[config.mk]
export PLATFORM = sky130hd
export DESIGN_NAME = sliding_window_maximum
export DESIGN_NICKNAME = d
export VERILOG_FILES = /design/src/rtl/swm_pkg.sv /design/src/rtl/swm_cell.sv /design/src/rtl/sliding_window_maximum.sv
export SDC_FILE = /design/constraint.sdc
export NUM_CORES = 2
export LEC_CHECK = 0
export ABC_AREA = 1
export BUFFER_PORTS_ARGS = -buffer_cell sky130_fd_sc_hd__buf_2
export CORE_MARGIN = 8
export CORE_UTILIZATION = 48
export CTS_CLUSTER_DIAMETER = 200
export DETAILED_ROUTE_END_ITERATION = 10
export GPL_ROUTABILITY_DRIVEN = 1
export PLACE_DENSITY = 0.66
export SYNTH_ARGS = -nofsm -noshare
export SYNTH_HDL_FRONTEND = slang
export SYNTH_SLANG_ARGS = --single-unit
[constraint.sdc]
create_clock -name clk -period 10.3 [get_ports clk]
set_input_delay 2.06 -clock clk [delete_from_list [all_inputs] [get_ports clk]]
set_output_delay 2.06 -clock clk [all_outputs]
set_load 0.005 [all_outputs]
[src/rtl/swm_pkg.sv]
// Shared types and constants for the sliding window maximum block.
package swm_pkg;

  localparam int VALUE_W = 16;
  localparam int STAMP_W = 32;
  localparam int WIN_W   = 6;

  localparam logic [WIN_W-1:0] WIN_RESET = 6'd20;
  localparam logic [WIN_W-1:0] WIN_MIN   = 6'd1;

  typedef enum logic [1:0] {
    CMD_HOLD,
    CMD_INSERT,
    CMD_SHIFT
  } cmd_t;

  typedef struct packed {
    logic                      vld;
    logic signed [VALUE_W-1:0] value;
    logic [STAMP_W-1:0]        stamp;
  } entry_t;

  typedef struct packed {
    cmd_t                      cmd;
    logic signed [VALUE_W-1:0] value;
    logic [STAMP_W-1:0]        stamp;
  } cell_ctrl_t;

endpackage

[src/rtl/swm_cell.sv]
// One wedge cell: holds a (time, value) entry, keeps, takes a new sample or shifts.
module swm_cell (
  input  logic               clk,
  input  logic               rst,
  input  swm_pkg::cell_ctrl_t ctrl,
  input  logic               left_keep,
  input  swm_pkg::entry_t    right_e,
  output swm_pkg::entry_t    cur,
  output logic               keep
);

  logic                              vld_next;
  logic signed [swm_pkg::VALUE_W-1:0] value_next;
  logic [swm_pkg::STAMP_W-1:0]       stamp_next;

  // entry survives the back drop only if strictly greater than the new sample
  assign keep = cur.vld && ($signed(cur.value) > $signed(ctrl.value));

  always_comb begin
    vld_next   = cur.vld;
    value_next = cur.value;
    stamp_next = cur.stamp;
    case (ctrl.cmd)
      swm_pkg::CMD_INSERT: begin
        vld_next = keep || left_keep;
        if (!keep && left_keep) begin
          value_next = ctrl.value;
          stamp_next = ctrl.stamp;
        end
      end
      swm_pkg::CMD_SHIFT: begin
        vld_next   = right_e.vld;
        value_next = right_e.value;
        stamp_next = right_e.stamp;
      end
      default: begin
        vld_next = cur.vld;
      end
    endcase
  end

  always_ff @(posedge clk) begin
    cur.value <= value_next;
    cur.stamp <= stamp_next;
    if (rst) begin
      cur.vld <= 1'b0;
    end else begin
      cur.vld <= vld_next;
    end
  end

endmodule

[src/rtl/sliding_window_maximum.sv]
// Top level: running maximum over a time window, built as a chain of wedge cells.
//
//   channel  signals                                 dir  transfer when
//   in       in_valid in_stall sample_value sample_time  in   in_valid & !in_stall
//   out      out_valid out_stall max_value            out  out_valid & !out_stall
//   cfg      cfg_valid cfg_ready window_length         in   cfg_valid & cfg_ready
//
// An item is inserted, then expired entries leave the front of the chain:
// the chain drops one front entry per cycle. The maximum then goes to the result register once it is free.
// Reset clears all cell valid bits and sets the window to 20.
// The result register lets the next item enter while a result waits on out_stall.
module sliding_window_maximum #(
  parameter int DEPTH = 32
) (
  input  logic                              clk,
  input  logic                              rst,
  input  logic                              in_valid,
  output logic                              in_stall,
  input  logic signed [swm_pkg::VALUE_W-1:0] sample_value,
  input  logic [swm_pkg::STAMP_W-1:0]       sample_time,
  output logic                              out_valid,
  input  logic                              out_stall,
  output logic signed [swm_pkg::VALUE_W-1:0] max_value,
  input  logic                              cfg_valid,
  output logic                              cfg_ready,
  input  logic [swm_pkg::WIN_W-1:0]         window_length
);

  typedef enum logic [0:0] {
    ST_IDLE,
    ST_EXP
  } state_t;

  state_t                      state;
  logic [swm_pkg::WIN_W-1:0]   win;
  logic [swm_pkg::WIN_W-1:0]   cur_w;
  logic [swm_pkg::STAMP_W-1:0] cur_t;

  swm_pkg::entry_t     ent  [DEPTH];
  logic                keep [DEPTH];
  swm_pkg::entry_t     tail;
  swm_pkg::cell_ctrl_t ctrl;

  logic                        acc;
  logic                        expire;
  logic                        out_load;
  logic [swm_pkg::STAMP_W:0]   front_lim;

  assign cfg_ready = 1'b1;
  assign in_stall  = (state != ST_IDLE);
  assign acc       = in_valid && !in_stall;

  // front expires when stamp + w <= now, newest entry always stays
  assign front_lim = {1'b0, ent[0].stamp}
                   + {{(swm_pkg::STAMP_W + 1 - swm_pkg::WIN_W){1'b0}}, cur_w};
  assign expire    = (state == ST_EXP) && ent[1].vld && (front_lim <= {1'b0, cur_t});
  assign out_load  = (state == ST_EXP) && !expire && (!out_valid || !out_stall);

  always_comb begin
    ctrl.value = sample_value;
    ctrl.stamp = sample_time;
    ctrl.cmd   = swm_pkg::CMD_HOLD;
    tail.vld   = 1'b0;
    tail.value = sample_value;
    tail.stamp = sample_time;
    if (acc) begin
      // last cell kept means wedge full with all entries above the sample
      if (keep[DEPTH-1]) begin
        ctrl.cmd = swm_pkg::CMD_SHIFT;
        tail.vld = 1'b1;
      end else begin
        ctrl.cmd = swm_pkg::CMD_INSERT;
      end
    end else if (expire) begin
      ctrl.cmd = swm_pkg::CMD_SHIFT;
    end
  end

  for (genvar i = 0; i < DEPTH; i++) begin : g_cell
    logic            lk;
    swm_pkg::entry_t re;
    if (i == 0) begin : g_first
      assign lk = 1'b1;
    end else begin : g_mid
      assign lk = keep[i-1];
    end
    if (i == DEPTH - 1) begin : g_last
      assign re = tail;
    end else begin : g_inner
      assign re = ent[i+1];
    end
    swm_cell u_cell (
      .clk       (clk),
      .rst       (rst),
      .ctrl      (ctrl),
      .left_keep (lk),
      .right_e   (re),
      .cur       (ent[i]),
      .keep      (keep[i])
    );
  end

  always_ff @(posedge clk) begin
    if (rst) begin
      state     <= ST_IDLE;
      win       <= swm_pkg::WIN_RESET;
      out_valid <= 1'b0;
    end else begin
      if (cfg_valid && cfg_ready) begin
        win <= window_length;
      end
      if (out_load) begin
        out_valid <= 1'b1;
      end else if (out_valid && !out_stall) begin
        out_valid <= 1'b0;
      end
      case (state)
        ST_IDLE: begin
          if (acc) begin
            state <= ST_EXP;
          end
        end
        ST_EXP: begin
          if (out_load) begin
            state <= ST_IDLE;
          end
        end
        default: begin
          state <= ST_IDLE;
        end
      endcase
    end
  end

  always_ff @(posedge clk) begin
    if (acc) begin
      cur_t <= sample_time;
      cur_w <= (win == '0) ? swm_pkg::WIN_MIN : win;
    end
    if (out_load) begin
      max_value <= ent[0].value;
    end
  end

`ifndef SYNTH
  a_front_valid: assert property (@(posedge clk) disable iff (rst)
    (state == ST_EXP) |-> ent[0].vld)
    else $error("front cell empty after insert");

  a_accept_to_exp: assert property (@(posedge clk) disable iff (rst)
    acc |=> (state == ST_EXP))
    else $error("accepted item did not enter expiry");

  a_keep_newest: assert property (@(posedge clk) disable iff (rst)
    expire |=> ent[0].vld)
    else $error("expiry emptied the wedge");

  a_load_free: assert property (@(posedge clk) disable iff (rst)
    out_load |-> (!out_valid || !out_stall))
    else $error("result loaded over a pending one");

  a_no_shift_out_busy: assert property (@(posedge clk) disable iff (rst)
    (out_valid && out_stall) |=> (out_valid && $stable(max_value)))
    else $error("pending result disturbed");
`endif

endmodule

**After elaboration in Yosys (flattened, before gate mapping)**

Cells that the tools add are included.

- Output and inout bits: 19
- Register bits after elaboration: 1630
- Logic and storage cells: 512
- Input bits: 59

- Magnitude comparators: 33
- Multiplexer cells: 170
- Bitwise gates (word level): 1
- Reduce and logical (&&, ||, !) cells: 171
- Add/sub/neg operators: 1
- Equality and inequality tests: 34

Operators with widths:

| kind | count |
|---|---|
| 32-bit case mux with 2 select lines | 32 |
| 32-bit 2-to-1 mux | 32 |
| 16-bit case mux with 2 select lines | 32 |
| 16-bit greater-than comparator | 32 |
| 16-bit 2-to-1 mux | 32 |
| 1-bit logical AND | 69 |
| 1-bit case mux with 2 select lines | 33 |
| 2-bit AND reduction | 32 |
| 2-bit by 1-bit inequality test with 1-bit output (second input constant) | 31 |
| 1-bit logical NOT | 35 |
| 32-bit by 6-bit adder with 33-bit output | 1 |
| 33-bit by 32-bit <= comparator with 1-bit output | 1 |
| 1-bit logical OR | 32 |
| 6-bit logical NOT | 1 |
| 1-bit 2-to-1 mux | 6 |
| 2-bit 2-to-1 mux | 3 |
| 2-bit nonzero test | 2 |
| 2-bit by 1-bit equality test with 1-bit output (second input constant) | 1 |
| 2-bit equality test (second input constant) | 1 |
| 2-bit inequality test (second input constant) | 1 |
| 1-bit inverter | 1 |

**Longest topological paths before layout**

- Depth after elaboration: 8
- Mapped depth: 31
- Mapped depth without buffers: 30

**Modules after synthesis**

A second synthesis with hierarchy kept.

- Cell total of the unflattened synthesis: 9571
- Area total of the unflattened synthesis: 86678.1 µm²

Modules (own cells, without submodules):

| module | cells an instance | area each (µm²) | seq. area each (µm²) | times used |
|---|---|---|---|---|
| swm_cell (g_cell[0].u_cell ...) | 286 | 2588.7 | 1461.4 | 23 |
| swm_cell (g_cell[30].u_cell ...) | 286 | 2586.2 | 1461.4 | 9 |
| sliding_window_maximum | 419 | 3861.2 | 1781.7 | 1 |

**Least setup slack after synthesis**

No wires, ideal clock.

- Path type: in2reg
- From: input port in_valid
- To: register g_cell[15].u_cell.cur[0] in the netlist's numbering (enable)
- Data required time: 9.780 ns
- Arrival time: 8.202 ns
- Path slack: 1.578 ns
- Stages on the path: 7
- Setup time: 0.520 ns
- Path buffers: 1
- Cell sequence: inv_1 > nor2_1 > nand2_1 > inv_1 > clkbuf_1 > nand2_1 > o21ai_0

- Word-level cells in the longest chain between the ends: 5
- Elaborated cells on any way between the ends: 7
- Classes of those cells: eq/ne: 3; mux: 1; reduce/logical: 3

RTL lines:

| what | RTL line | text |
|---|---|---|
| start: declaration | sliding_window_maximum.sv:17 | `input logic in_valid,` |
| 1-bit logical AND (*) | sliding_window_maximum.sv:51 | `assign acc = in_valid && !in_stall;` |
| net acc | sliding_window_maximum.sv:44 | `logic acc;` |
| 2-bit 2-to-1 mux (*) | sliding_window_maximum.sv:66 | `if (acc) begin` |
| 2-bit by 1-bit equality test with 1-bit output or 2-bit equality test (tied branches) | swm_cell.sv:23 | `case (ctrl.cmd)` |
| 2-bit by 1-bit inequality test with 1-bit output (no source line) or 2-bit nonzero test (tied branches) | -- |  |
| 2-bit AND reduction (no source line) (*) | -- |  |
| end: declaration | swm_cell.sv:8 | `output swm_pkg::entry_t cur,` |

The timed path passes the listed nets; every way through them passes the cells marked *.
A chain may end at the register's enable or synchronous reset.

**Worst setup path after layout**

- From: register g_cell[0].u_cell.cur[5] in the netlist's numbering
- To: register g_cell[1].u_cell.cur[9] in the netlist's numbering (enable)

- Word-level cells in the longest chain between the ends: 8
- Elaborated cells on any way between the ends: 10
- Classes of those cells: add/sub: 1; order compare: 1; eq/ne: 3; mux: 2; reduce/logical: 3

RTL lines:

| what | RTL line | text |
|---|---|---|
| start: declaration | swm_cell.sv:8 |  |
| 32-bit by 6-bit adder with 33-bit output (*) | sliding_window_maximum.sv:55 | `+ {{(swm_pkg::STAMP_W + 1 - swm_pkg::WIN_W){1'b0}}, cur_w};` |
| 33-bit by 32-bit <= comparator with 1-bit output (*) | sliding_window_maximum.sv:56 | `assign expire = (state == ST_EXP) && ent[1].vld && (front_lim <= {1'b0, cur_t});` |
| 1-bit logical AND (*) | sliding_window_maximum.sv:56 |  |
| 2-bit 2-to-1 mux (*) | sliding_window_maximum.sv:74 | `end else if (expire) begin` |
| 2-bit 2-to-1 mux (*) | sliding_window_maximum.sv:66 |  |
| 2-bit by 1-bit equality test with 1-bit output or 2-bit equality test (tied branches) | swm_cell.sv:23 |  |
| 2-bit by 1-bit inequality test with 1-bit output (no source line) or 2-bit nonzero test (tied branches) | -- |  |
| 2-bit AND reduction (no source line) (*) | -- |  |
| end: declaration | swm_cell.sv:8 |  |

Mark *: on every way between the ends. The rest lies on a longest branch, timed or not.

==> metrics <==
core box area=0.1606 mm^2; XOR/XNOR Fraction of Synth Area=0.2932%; ratio of final minimum period to clock period=74.86%; maximum VDD drop=0.1684 mV; initial antenna violation count=9; Post-Syn Area=0.07768 mm^2; buffer depth of the longest clock path=3; Max H-tree Level=4; Post-CTS Setup Bufs=0; unrepaired setup endpoints after global routing=no; worst skew pair latency=0.84 ns; final net count=7870; cells along the critical path=ha_1 > inv_1 > o21ai_1 > nand2_1 > nand2_1 > inv_1 > nor3_1 > nand4_1 > nor3_1 > inv_1 > o21ai_0 > inv_1 > ha_1 > a21oi_1 > o21a_1 > o211ai_2 > inv_2 > nand2_1 > nand2_2 > nand2_4 > nand2_8 > inv_6 > nand2_2 > buf_4; drt initial violations=5523; slew margin rel.=-5.204%; Post-Route WL=201600 um; root buffer cell=clkbuf_16; number of global-route vias before repair=49876; fillers=13840; Slew Limit Fails=2; Mapped Cells=7275; io pins=78; Worst path slowest cell=inv_6; Hold Slack=0.4611 ns; largest net degree at the start of global routing=245; post-route cell area=0.08458 mm^2; Finished Layout Cells=9570; status=complete, but fails checks; Die Footprint=0.1750 mm^2; die height=418.3 um; slowest stage delay, CP=1.05 ns; FP Rows=147; Inserted Clock Buffers=171; most frequent cells in the layout=nand2_1, edfxtp_1, ha_1; CP Class=flip-flop to flip-flop; unique cell type count in the Yosys netlist=47; failing checks=max-capacitance violations, max-slew violations; post-synthesis sequential area ratio=62.50%; final hold vios=0; P_leak=33.57 nW; Overall Power=0.01546 W; Worst Skew=0.06902 ns; Synth Area in Adders=8.885%; Hold WC Path Type=flip-flop to flip-flop; gr usage total=22.63%; number of setup violations in the final report=0; Setup TNS=0 ns; first-pass GRT wire length=305400 um; Max Freq=129.7 MHz; CTS tree=built; most common cell after layout, fill and taps aside=nand2_1; DRC=0; Data required, critical path=10.87 ns; largest fanout on the critical path=134; Post-Syn Nets=7885; Num Clock Sinks=1630; crit path time final=7.710 ns; max-cap violations=1; post_cts resized=0; placed cells=9247; Routed Antenna Nets=0; WL/cell=21.07 um; Crit path top cell by count=inv_1; mux cell area share after synthesis=0%; Cell Pwr Density=182.7 mW/mm^2; grt ovf=0; warning count from the yosys run=0; Compound-Gate Fraction of Synth Area=3.930%; via count=52033; clock-pin slew on the worst setup and hold paths=0.06 ns; Port Buffer Count=76; number of flops mapped to enable cells by yosys=1590; WP data arrival=8.28 ns; #FFs+latches synth=1630; largest family of logic cells by synthesized area=simple AND/OR/NAND/NOR gates; Layout area overhead=8.885%; drt first pass iters=6; Placed Area=0.07901 mm^2; worst slew pin tran=1.564 ns; syn avg cell area=10.68 um^2; Vias/cell=5.437; Post-Synth Simple-Gate Area=19.43%; critical path launch point type=flip-flop; Post-DP HPWL=123100 um; gpl congestion=0.9340; Initial Util=48.38%; endpoint class of the critical path=flip-flop; hold-fix buffers at CTS=0; Synth Flop Type=edfxtp_1; share of cells above drive strength 1=6.347%; Die Wd=418.3 um; post-synthesis async set-or-reset flop share=0%
==> worst paths after layout <==
path | endpoint | slack [ns] | cells past startpoint | start
worst max-delay path | g_cell[1].u_cell.cur[9] | 2.59 | 24 | g_cell[0].u_cell.cur[5]
worst min-delay path | max_value[11] | 0.46 | 0 | g_cell[0].u_cell.cur[43]
worst max register to register | g_cell[1].u_cell.cur[9] | 2.59 | 24 | g_cell[0].u_cell.cur[5]
worst min register to register | max_value[11] | 0.46 | 0 | g_cell[0].u_cell.cur[43]
==> cell usage after synthesis, types with 5 or more instances <==
master    number  share of area (%)
nand2_1     3413                 16
edfxtp_1    1590                 61
ha_1         550                8.9
inv_1        300                1.4
a21oi_1      291                1.9
buf_6        164                2.4
buf_2        154               0.99
nand3_1      148               0.95
nor2_1       142               0.69
o21ai_0      134               0.86
nand4_1       67               0.54
dfxtp_1       40                1.0
nand2_2       31               0.25
o21ai_1       31               0.20
nor3_1        29               0.19
a31oi_1       20               0.16
o21a_1        20               0.19
xor2_1        19               0.21
a21o_1        18               0.17
clkbuf_1      17              0.082
a211oi_1       9              0.087
o211ai_1       9              0.087
o31ai_1        9              0.087
nand3b_1       7              0.068
nor4_1         7              0.056
o21bai_1       7              0.068
xnor2_1        7              0.079
or2_2          6              0.048
buf_4          5              0.048
nor3b_1        5              0.048
==> through the flow <==
stage / util, % / setup WS (ns)
after global routing: 52.67 / 2.047
after global placement: 49.21 / 2.571
final: 52.68 / 2.590
after detailed placement: 49.21 / 2.579
after CTS: 52.67 / 2.568
after floorplan: - / 1.578
==> worst max-delay path, delay by kind of cell (launching register included) <==
family | cells | cell delay, ns
AO/OA/AOI/OAI | 5 | 0.75
adder cells (fa/ha/maj) | 2 | 0.73
buffers and inverters | 7 | 2.00
flip-flops | 1 | 0.49
AND/OR/NAND/NOR | 10 | 3.29
==> final cells by class <==
| type | count | area, um^2 | share of cell area [%] |
|---|---|---|---|
| Clock inverter | 89 | 969.7 | 1.146 |
| Sequential cell | 1630 | 48550 | 57.40 |
| Clock buffer | 229 | 4589 | 5.426 |
| Inverter | 302 | 1139 | 1.346 |
| Tap cell | 2160 | 2703 | 3.195 |
| Antenna cell | 5 | 12.51 | 0.01479 |
| Multi-Input combinational cell | 5003 | 25620 | 30.29 |
| Timing Repair Buffer | 152 | 1001 | 1.183 |
==> state kept, by name (all words and copies together) (netlist names) <==
| register | flops |
|---|---|
| max_value | 16 |
| win | 6 |
| cur_w | 6 |
| cur_t | 32 |
| in_stall | 1 |
| g_cell.u_cell.cur | 1568 |
| out_valid | 1 |
==> logic make-up (layout without fill, tap and decap cells) <==
group | Yosys count | count (layout)
compound gates | 560 | 560
buf+inv | 642 | 772
other cells | 1 | 6
fa+ha+maj | 551 | 551
xor+xnor | 26 | 26
flops | 1630 | 1630
simple gates | 3865 | 3865
==> routing by layer <==
metal / up-vias / GRT usage, % / share of wire, % / routed length [um]
li1: 24544 / - / - / -
met1: 25253 / 32.51 / 44 / 88450
met2: 1919 / 34.24 / 44 / 88980
met3: 315 / 4.548 / 8.4 / 16980
met4: 2 / 8.148 / 3.6 / 7190
met5: - / 0 / 0.0035 / 7
==> power breakdown <==
group	internal (W)	switching, W
registers	0.00772	0.000132
logic	0.000392	0.00108
clock network	0.00344	0.00269
Note: power is estimated with default switching activity, not from simulation.
